### src/ps2d_pkg.sv
// ps2d_pkg: shared types, event codes and key maps of the scan code event decoder
// no dependencies
package ps2d_pkg;

    localparam logic [7:0] PREFIX_CODE   = 8'hE0;
    localparam logic [6:0] LSHIFT_CODE   = 7'h2A;
    localparam logic [6:0] RSHIFT_CODE   = 7'h36;
    localparam logic [6:0] SPACE_CODE    = 7'h39;
    localparam logic [6:0] INSERT_CODE   = 7'h52;
    localparam logic [6:0] UP_CODE       = 7'h48;
    localparam logic [6:0] DOWN_CODE     = 7'h50;
    localparam logic [6:0] LEFT_CODE     = 7'h4B;
    localparam logic [6:0] RIGHT_CODE    = 7'h4D;
    localparam logic [6:0] DELETE_CODE   = 7'h53;
    localparam logic [6:0] SPACE_CHAR    = 7'h20;
    localparam int         MAP_SIZE      = 54;
    localparam logic [6:0] MAP_LIMIT     = 7'(MAP_SIZE);

    typedef enum logic [2:0] {
        EV_CHAR   = 3'd0,
        EV_UP     = 3'd1,
        EV_DOWN   = 3'd2,
        EV_LEFT   = 3'd3,
        EV_RIGHT  = 3'd4,
        EV_DELETE = 3'd5,
        EV_INSERT = 3'd6
    } ps2d_kind_t;

    typedef struct packed {
        logic       emit;
        ps2d_kind_t kind;
        logic [6:0] char_code;
        logic       insert_on;
    } ps2d_result_t;

    localparam logic [6:0] PLAIN_MAP [0:MAP_SIZE-1] = '{
        7'h00, 7'h00, 7'h31, 7'h32, 7'h33, 7'h34, 7'h35, 7'h36, 7'h37, 7'h38,
        7'h39, 7'h30, 7'h2D, 7'h3D, 7'h08,
        7'h09, 7'h71, 7'h77, 7'h65, 7'h72, 7'h74, 7'h79, 7'h75, 7'h69, 7'h6F,
        7'h70, 7'h5B, 7'h5D, 7'h0A, 7'h00,
        7'h61, 7'h73, 7'h64, 7'h66, 7'h67, 7'h68, 7'h6A, 7'h6B, 7'h6C, 7'h3B,
        7'h27, 7'h60, 7'h00, 7'h5C,
        7'h7A, 7'h78, 7'h63, 7'h76, 7'h62, 7'h6E, 7'h6D, 7'h2C, 7'h2E, 7'h2F
    };

    localparam logic [6:0] SHIFT_MAP [0:MAP_SIZE-1] = '{
        7'h00, 7'h00, 7'h21, 7'h40, 7'h23, 7'h24, 7'h25, 7'h5E, 7'h26, 7'h2A,
        7'h28, 7'h29, 7'h5F, 7'h2B, 7'h08,
        7'h09, 7'h51, 7'h57, 7'h45, 7'h52, 7'h54, 7'h59, 7'h55, 7'h49, 7'h4F,
        7'h50, 7'h7B, 7'h7D, 7'h0A, 7'h00,
        7'h41, 7'h53, 7'h44, 7'h46, 7'h47, 7'h48, 7'h4A, 7'h4B, 7'h4C, 7'h3A,
        7'h22, 7'h7E, 7'h00, 7'h7C,
        7'h5A, 7'h58, 7'h43, 7'h56, 7'h42, 7'h4E, 7'h4D, 7'h3C, 7'h3E, 7'h3F
    };

    function automatic logic [6:0] key_char(input logic [6:0] code, input logic shift);
        logic [6:0] ch;
        ch = 7'h00;
        if (code == SPACE_CODE)
        begin
            ch = SPACE_CHAR;
        end
        else if (code < MAP_LIMIT)
        begin
            ch = shift ? SHIFT_MAP[code[5:0]] : PLAIN_MAP[code[5:0]];
        end
        return ch;
    endfunction

endpackage

### src/ps2d_decode.sv
// ps2d_decode: keyboard flag registers and the per-byte event decode logic
// depends on ps2d_pkg
module ps2d_decode (
    input  logic                  clk,
    input  logic                  rst_n,
    input  logic                  step,
    input  logic [7:0]            scan_byte,
    output ps2d_pkg::ps2d_result_t result
);
    import ps2d_pkg::*;

    logic shift_reg,  shift_next;
    logic prefix_reg, prefix_next;
    logic ins_reg,    ins_next;
    logic held_reg,   held_next;
    logic       released;
    logic [6:0] code;

    always_comb
    begin
        released          = scan_byte[7];
        code              = scan_byte[6:0];
        shift_next        = shift_reg;
        prefix_next       = prefix_reg;
        ins_next          = ins_reg;
        held_next         = held_reg;
        result.emit       = 1'b0;
        result.kind       = EV_CHAR;
        result.char_code  = 7'h00;
        if (scan_byte == PREFIX_CODE)
        begin
            prefix_next = 1'b1;
        end
        else if (prefix_reg)
        begin
            prefix_next = 1'b0;
            if (code == INSERT_CODE)
            begin
                if (released)
                begin
                    held_next = 1'b0;
                end
                else if (!held_reg)
                begin
                    held_next   = 1'b1;
                    ins_next    = !ins_reg;
                    result.emit = 1'b1;
                    result.kind = EV_INSERT;
                end
            end
            else if (!released)
            begin
                result.emit = 1'b1;
                unique case (code)
                    UP_CODE:     result.kind = EV_UP;
                    DOWN_CODE:   result.kind = EV_DOWN;
                    LEFT_CODE:   result.kind = EV_LEFT;
                    RIGHT_CODE:  result.kind = EV_RIGHT;
                    DELETE_CODE: result.kind = EV_DELETE;
                    default:     result.emit = 1'b0;
                endcase
            end
        end
        else if (code == LSHIFT_CODE || code == RSHIFT_CODE)
        begin
            shift_next = !released;
        end
        else if (!released)
        begin
            result.emit      = 1'b1;
            result.char_code = key_char(code, shift_reg);
        end
        result.insert_on = ins_next;
    end

    always_ff @(posedge clk or negedge rst_n)
    begin
        if (!rst_n)
        begin
            shift_reg  <= 1'b0;
            prefix_reg <= 1'b0;
            ins_reg    <= 1'b1;
            held_reg   <= 1'b0;
        end
        else if (step)
        begin
            shift_reg  <= shift_next;
            prefix_reg <= prefix_next;
            ins_reg    <= ins_next;
            held_reg   <= held_next;
        end
    end

endmodule

### src/ps2_scancode_event_decoder_unit.sv
// ps2_scancode_event_decoder_unit: top level with input and result registers
// depends on ps2d_pkg and ps2d_decode
// Decodes set-1 keyboard scan bytes into character, cursor, delete and
// insert-toggle events. Each scan byte is captured in an input register,
// decoded combinationally against the shift, prefix and insert flags and
// placed in a result register. An event is offered on the master side from
// the cycle after its byte leaves the input register, so its transaction
// completes at the earliest once the byte has passed both registers. With
// m_tready high one byte is taken every cycle; a held result stalls the input only
// while the waiting byte would produce an event. Bytes that cause no event
// (prefix, break codes, shift keys, repeated insert) yield no output
// transaction and pass even while a result is held. Insert mode is on after
// reset.
module ps2_scancode_event_decoder_unit (
    input  logic        clk,
    input  logic        rst_n,
    input  logic        s_tvalid,
    output logic        s_tready,
    input  logic [7:0]  s_tdata,   // [7:0] scan_byte
    output logic        m_tvalid,
    input  logic        m_tready,
    output logic [15:0] m_tdata    // [2:0] event_kind, [9:3] char_code, [10] insert_on
);
    import ps2d_pkg::*;

    logic         in_valid_reg, in_valid_next;
    logic [7:0]   in_byte_reg;
    logic         out_valid_reg, out_valid_next;
    ps2d_result_t out_reg;
    ps2d_result_t dec;
    logic         advance;
    logic         load_out;

    ps2d_decode u_decode (
        .clk       (clk),
        .rst_n     (rst_n),
        .step      (advance),
        .scan_byte (in_byte_reg),
        .result    (dec)
    );

    assign advance  = in_valid_reg && (!out_valid_reg || m_tready || !dec.emit);
    assign load_out = advance && dec.emit;
    assign s_tready = !in_valid_reg || advance;

    always_comb
    begin
        in_valid_next  = s_tvalid ? 1'b1 : (in_valid_reg && !advance);
        if (!s_tready)
        begin
            in_valid_next = in_valid_reg;
        end
        out_valid_next = load_out ? 1'b1 : (out_valid_reg && !m_tready);
    end

    always_ff @(posedge clk or negedge rst_n)
    begin
        if (!rst_n)
        begin
            in_valid_reg  <= 1'b0;
            out_valid_reg <= 1'b0;
        end
        else
        begin
            in_valid_reg  <= in_valid_next;
            out_valid_reg <= out_valid_next;
        end
    end

    always_ff @(posedge clk)
    begin
        if (s_tvalid && s_tready)
        begin
            in_byte_reg <= s_tdata;
        end
        if (load_out)
        begin
            out_reg <= dec;
        end
    end

    assign m_tvalid = out_valid_reg;
    assign m_tdata  = {5'b0, out_reg.insert_on, out_reg.char_code, out_reg.kind};

    a_char_only_for_char_events: assert property (@(posedge clk) disable iff (!rst_n)
        m_tvalid && out_reg.kind != EV_CHAR |-> out_reg.char_code == 7'h00)
        else $error("non-character event carries a character code");

    a_empty_input_ready: assert property (@(posedge clk) disable iff (!rst_n)
        !in_valid_reg |-> s_tready)
        else $error("input stage empty but not ready");

    a_result_held_on_stall: assert property (@(posedge clk) disable iff (!rst_n)
        m_tvalid && !m_tready |=> m_tvalid && $stable(m_tdata))
        else $error("stalled result lost or changed");

    a_silent_item_no_load: assert property (@(posedge clk) disable iff (!rst_n)
        load_out |-> advance && in_valid_reg)
        else $error("result loaded without a decoded byte");

endmodule
### config.mk
export PLATFORM = sky130hd
export DESIGN_NAME = ps2_scancode_event_decoder_unit
export DESIGN_NICKNAME = d
export VERILOG_FILES = /design/src/ps2d_pkg.sv /design/src/ps2d_decode.sv /design/src/ps2_scancode_event_decoder_unit.sv
export SDC_FILE = /design/constraint.sdc
export NUM_CORES = 1
export LEC_CHECK = 0
export BUFFER_PORTS_ARGS = -buffer_cell sky130_fd_sc_hd__buf_2
export CAP_MARGIN = 20
export CORE_ASPECT_RATIO = 1.1
export CORE_MARGIN = 1.5
export CORE_UTILIZATION = 40
export CTS_CLUSTER_DIAMETER = 50
export DETAILED_ROUTE_END_ITERATION = 7
export GPL_TIMING_DRIVEN = 0
export HOLD_SLACK_MARGIN = 0.12
export MAX_ROUTING_LAYER = met4
export PLACE_DENSITY = 0.59
export SYNTH_ARGS = -nofsm -noshare
export SYNTH_HDL_FRONTEND = slang
export SYNTH_SLANG_ARGS = --single-unit
### constraint.sdc
create_clock -name clk -period 3.26 [get_ports clk]
set_clock_uncertainty 0.1 [all_clocks]
set_input_delay 0.978 -clock clk [delete_from_list [all_inputs] [get_ports clk]]
set_output_delay 0.978 -clock clk [all_outputs]
set_load 0.05 [all_outputs]
==> flow_summary_export.csv <==
group,metric,value,unit
run_status,outcome,"complete, no violations",
yosys,synth_adder_area_share,8.202,%
pwr,powerDensity,351.5,mW/mm²
setup_path,path_class,"flip-flop to output port",
sta,setup_slack,0.07164,ns
routing,routed_wl,6.229,mm
floorplanning,core,0.005067,mm²
clock_network,clk_pin_slew,0.11,ns
sta,fmax,313.6,MHz
global_route,grt_max_degree,17,
clock_network,cts_tree,"done",
clock_network,cts_buffers,3,
setup_path,critPathMaxStageDelay,0.42,ns
setup_path,arrival,2.11,ns
setup_path,crit_family,"simple AND/OR/NAND/NOR gates",
finish,n_antenna_cell,0,
place,gp_congestion,0.9093,
sta,max-slew-margin-rel,43.01,%
yosys,syn_area,0.002136,mm²
setup_path,crit_path_max_fanout,4,
routing,avgRoutedWirePerCell,17.65,µm
floorplanning,dieArea,0.005787,mm²
sta,setup_viol,0,
pwr,leakagePower,1.028,nW
sta,hold_viol_final,0,
pwr,clock_power_share,23.6,%
clock_network,htreeDepth,1,
clock_network,cts_sinks,25,
clock_network,cts_max_path_buffers,2,
yosys,synth_xor_xnor_area_share,0.8202,%
yosys,synthCells,249,
yosys,yosys_warnings,0,
sta,slew_violations,0,
finish,largest_reg_flops,11,
finish,area_growth,19.86,%
routing,vias,2211,
setup_path,startpoint_type,"flip-flop",
routing,viasPerCell,6.263,
yosys,async_flop_share,24.00,%
place,port_buffers,24,
place,place_hpwl,4.217,mm
setup_path,crit_chain,"buf_6 > and4bb_4 > nand4_1 > a221oi_2 > a21oi_2 > nor3_2 > inv_1 > buf_6",
yosys,synth_ff_type,"edfxtp_1",
setup_path,worstPathRequired,2.18,ns
pwr,p_switching,0.3428,mW
routing,drtPass1Iterations,5,
hold_path,hp-class,"input port to async pin",
floorplanning,num_io_pins,30,
flow_run,drv_cap,0,
floorplanning,die_h,79.64,µm
yosys,avgSynthCellArea,8.578,µm²
sta,hold_ws,0.3957,ns
routing,ant_nets,0,
pwr,ir_worst_vdd,214.8,µV
clock_network,clock_latency,0.28,ns
routing,drc,0,
floorplanning,die_width,72.67,µm
setup_path,crit_path_frequent_cell,"buf_6",
pwr,finalPower,0.8999,mW
global_route,grt_pass1_wl,10.01,mm
finish,layout-drive-gt1-share,25.42,%
yosys,synth_cell_type_count,58,
clock_network,root_buffer,"clkbuf_8",
global_route,antenna_found_initial,0,
pwr,p_comb_share,34.2,%
yosys,synth-seq-area-share,33.80,%
finish,fin_nets,322,
floorplanning,fp-row-count,27,
routing,dr.first_iter.drc_count,287,
floorplanning,initial_core_util,42.15,%
global_route,grt_pass1_vias,1992,
place,detailedPlace.worstSlack,-0.4439,ns
yosys,synth_top_family_by_area,"compound AO/OA/AOI/OAI gates",
setup_path,worst-path-buf-inv,3,
pwr,power.share.sequential,42.2,%
setup_path,crit_path_end_kind,"output port",
pwr,switching_share,38.09,%
clock_network,cts_hold_buf,0,
setup_path,slowest_stage,"edfxtp_1",
global_route,track_usage,22.79,%
sta,post-route-min-period,3.188,ns
pwr,p_int,0.5571,mW
yosys,synthMuxAreaShare,4.042,%
yosys,synth-edff-count,19,
yosys,synth_compound_area_share,26.65,%
sta,period_share,97.80,%
sta,worst_pin_slew,0.8517,ns
global_route,grt-ovfl-total,0,
yosys,synth-simple-area-share,18.45,%
yosys,ys_ff_latch,25,
-- synthesized netlist by cell type, types with 2 or more instances --
| cell | n | share of area (%) |
|---|---|---|
| a2111oi_0 | 2 | 0.82 |
| a211o_1 | 2 | 0.82 |
| a211oi_1 | 3 | 1.1 |
| a21o_1 | 2 | 0.70 |
| a21oi_1 | 12 | 2.8 |
| a311oi_1 | 6 | 2.5 |
| a31oi_1 | 5 | 1.5 |
| buf_1 | 3 | 0.53 |
| buf_2 | 7 | 1.6 |
| buf_4 | 5 | 1.8 |
| clkbuf_1 | 8 | 1.4 |
| clkinv_1 | 2 | 0.35 |
| dfrtp_1 | 5 | 5.9 |
| edfxtp_1 | 19 | 27 |
| ha_1 | 14 | 8.2 |
| inv_1 | 8 | 1.4 |
| mux2i_1 | 6 | 2.8 |
| nand2_1 | 22 | 3.9 |
| nand2b_1 | 4 | 1.2 |
| nand3_1 | 6 | 1.4 |
| nand4_1 | 3 | 0.88 |
| nor2_1 | 26 | 4.6 |
| nor2b_1 | 5 | 1.5 |
| nor3_1 | 11 | 2.6 |
| o2111ai_1 | 2 | 0.82 |
| o211ai_1 | 6 | 2.1 |
| o21ai_0 | 19 | 4.5 |
| o221ai_1 | 2 | 0.82 |
| o22ai_1 | 3 | 0.88 |
| o311ai_0 | 2 | 0.82 |
| o31ai_1 | 2 | 0.70 |
-- power by group through the flow --
stage / clock, mW / combinational [mW] / sequential, mW
2_1_floorplan: 0 / 0.172 / 0.422
3_3_place_gp: 0 / 0.278 / 0.390
3_5_place_dp: 0 / 0.272 / 0.390
4_1_cts: 0.211 / 0.295 / 0.379
5_1_grt: 0.222 / 0.329 / 0.382
6_report: 0.212 / 0.308 / 0.380
-- metal layers --
metal | GRT usage (%) | vias to the layer above | routed length [µm]
met5 | - | - | 0
met4 | 9.245 | 0 | 189
met3 | 4.545 | 28 | 620
met2 | 35.78 | 165 | 2833
met1 | 28.62 | 1009 | 2585
li1 | - | 1009 | -
-- cell families (layout without fill, tap and decap cells) --
family	Yosys count	in the layout
other	1	5
XOR/XNOR	2	2
buffers and inverters	35	77
adder cells (fa/ha/maj)	14	14
AO/OA/AOI/OAI	81	81
AND/OR/NAND/NOR	83	83
flip-flops	25	25
multiplexers	8	8
-- cell usage in the layout (no fill, tap or decap), drive strengths merged, types with 9 or more instances in the layout --
cell type	netlist	routed
buf	16	56
nor2	27	27
nand2	22	22
o21ai	20	20
edfxtp	19	19
ha	14	14
a21oi	13	13
nor3	11	11
clkbuf	9	10
inv	8	9
-- layout make-up --
cell class | count | area [µm²]
well taps | 58 | 72.57
clock inverters | 1 | 8.758
multi-input cells | 193 | 1291
inverters | 10 | 42.54
clock buffers | 3 | 41.29
flip-flops and latches | 25 | 721.9
repair buffers | 39 | 242.7
fillers | 482 | 2507
plain buffers | 24 | 138.9
-- through the flow --
stage | instances | TNS, ns | instance area, µm² | util (%)
final | 353 | 0 | 2560 | 50.52
after global routing | 353 | -0.01579 | 2560 | 50.52
after detailed placement | 335 | -1.284 | 2344 | 46.25
after floorplan | 253 | 0 | 2151 | -
after CTS | 350 | 0 | 2527 | 49.88
after global placement | 335 | -1.246 | 2344 | 46.25
-- worst paths after layout --
path | endpoint | start | depth (start not counted) | slack (ns)
max | s_tready | in_byte_reg[2] | 8 | 0.07
max in group asynchronous | u_decode.ins_reg | rst_n | 1 | 2.44
min | u_decode.shift_reg | rst_n | 1 | 0.40
max reg2reg | m_tdata[7] | in_byte_reg[1] | 9 | 0.44
min in group clk | u_decode.ins_reg | u_decode.ins_reg | 1 | 0.42
min reg2reg | u_decode.ins_reg | u_decode.ins_reg | 1 | 0.42
-- worst register-to-register path: cells and delay by family (launching register included) --
kind / cells / cell delay, ns
DFF: 1 / 0.46
and+or+nand+nor: 1 / 0.65
AOI/OAI and AO/OA: 4 / 0.56
adders and majority gates: 1 / 0.19
buffers and inverters: 3 / 0.49
-- what timing repair did --
item                       CTS  global route
gates resized for setup     16             7
setup endpoints to repair   12             1
gates cloned                 0             0
buffers inserted            11             4
pin swaps                    3             7
No activity file was read; power rests on OpenSTA's default activity.
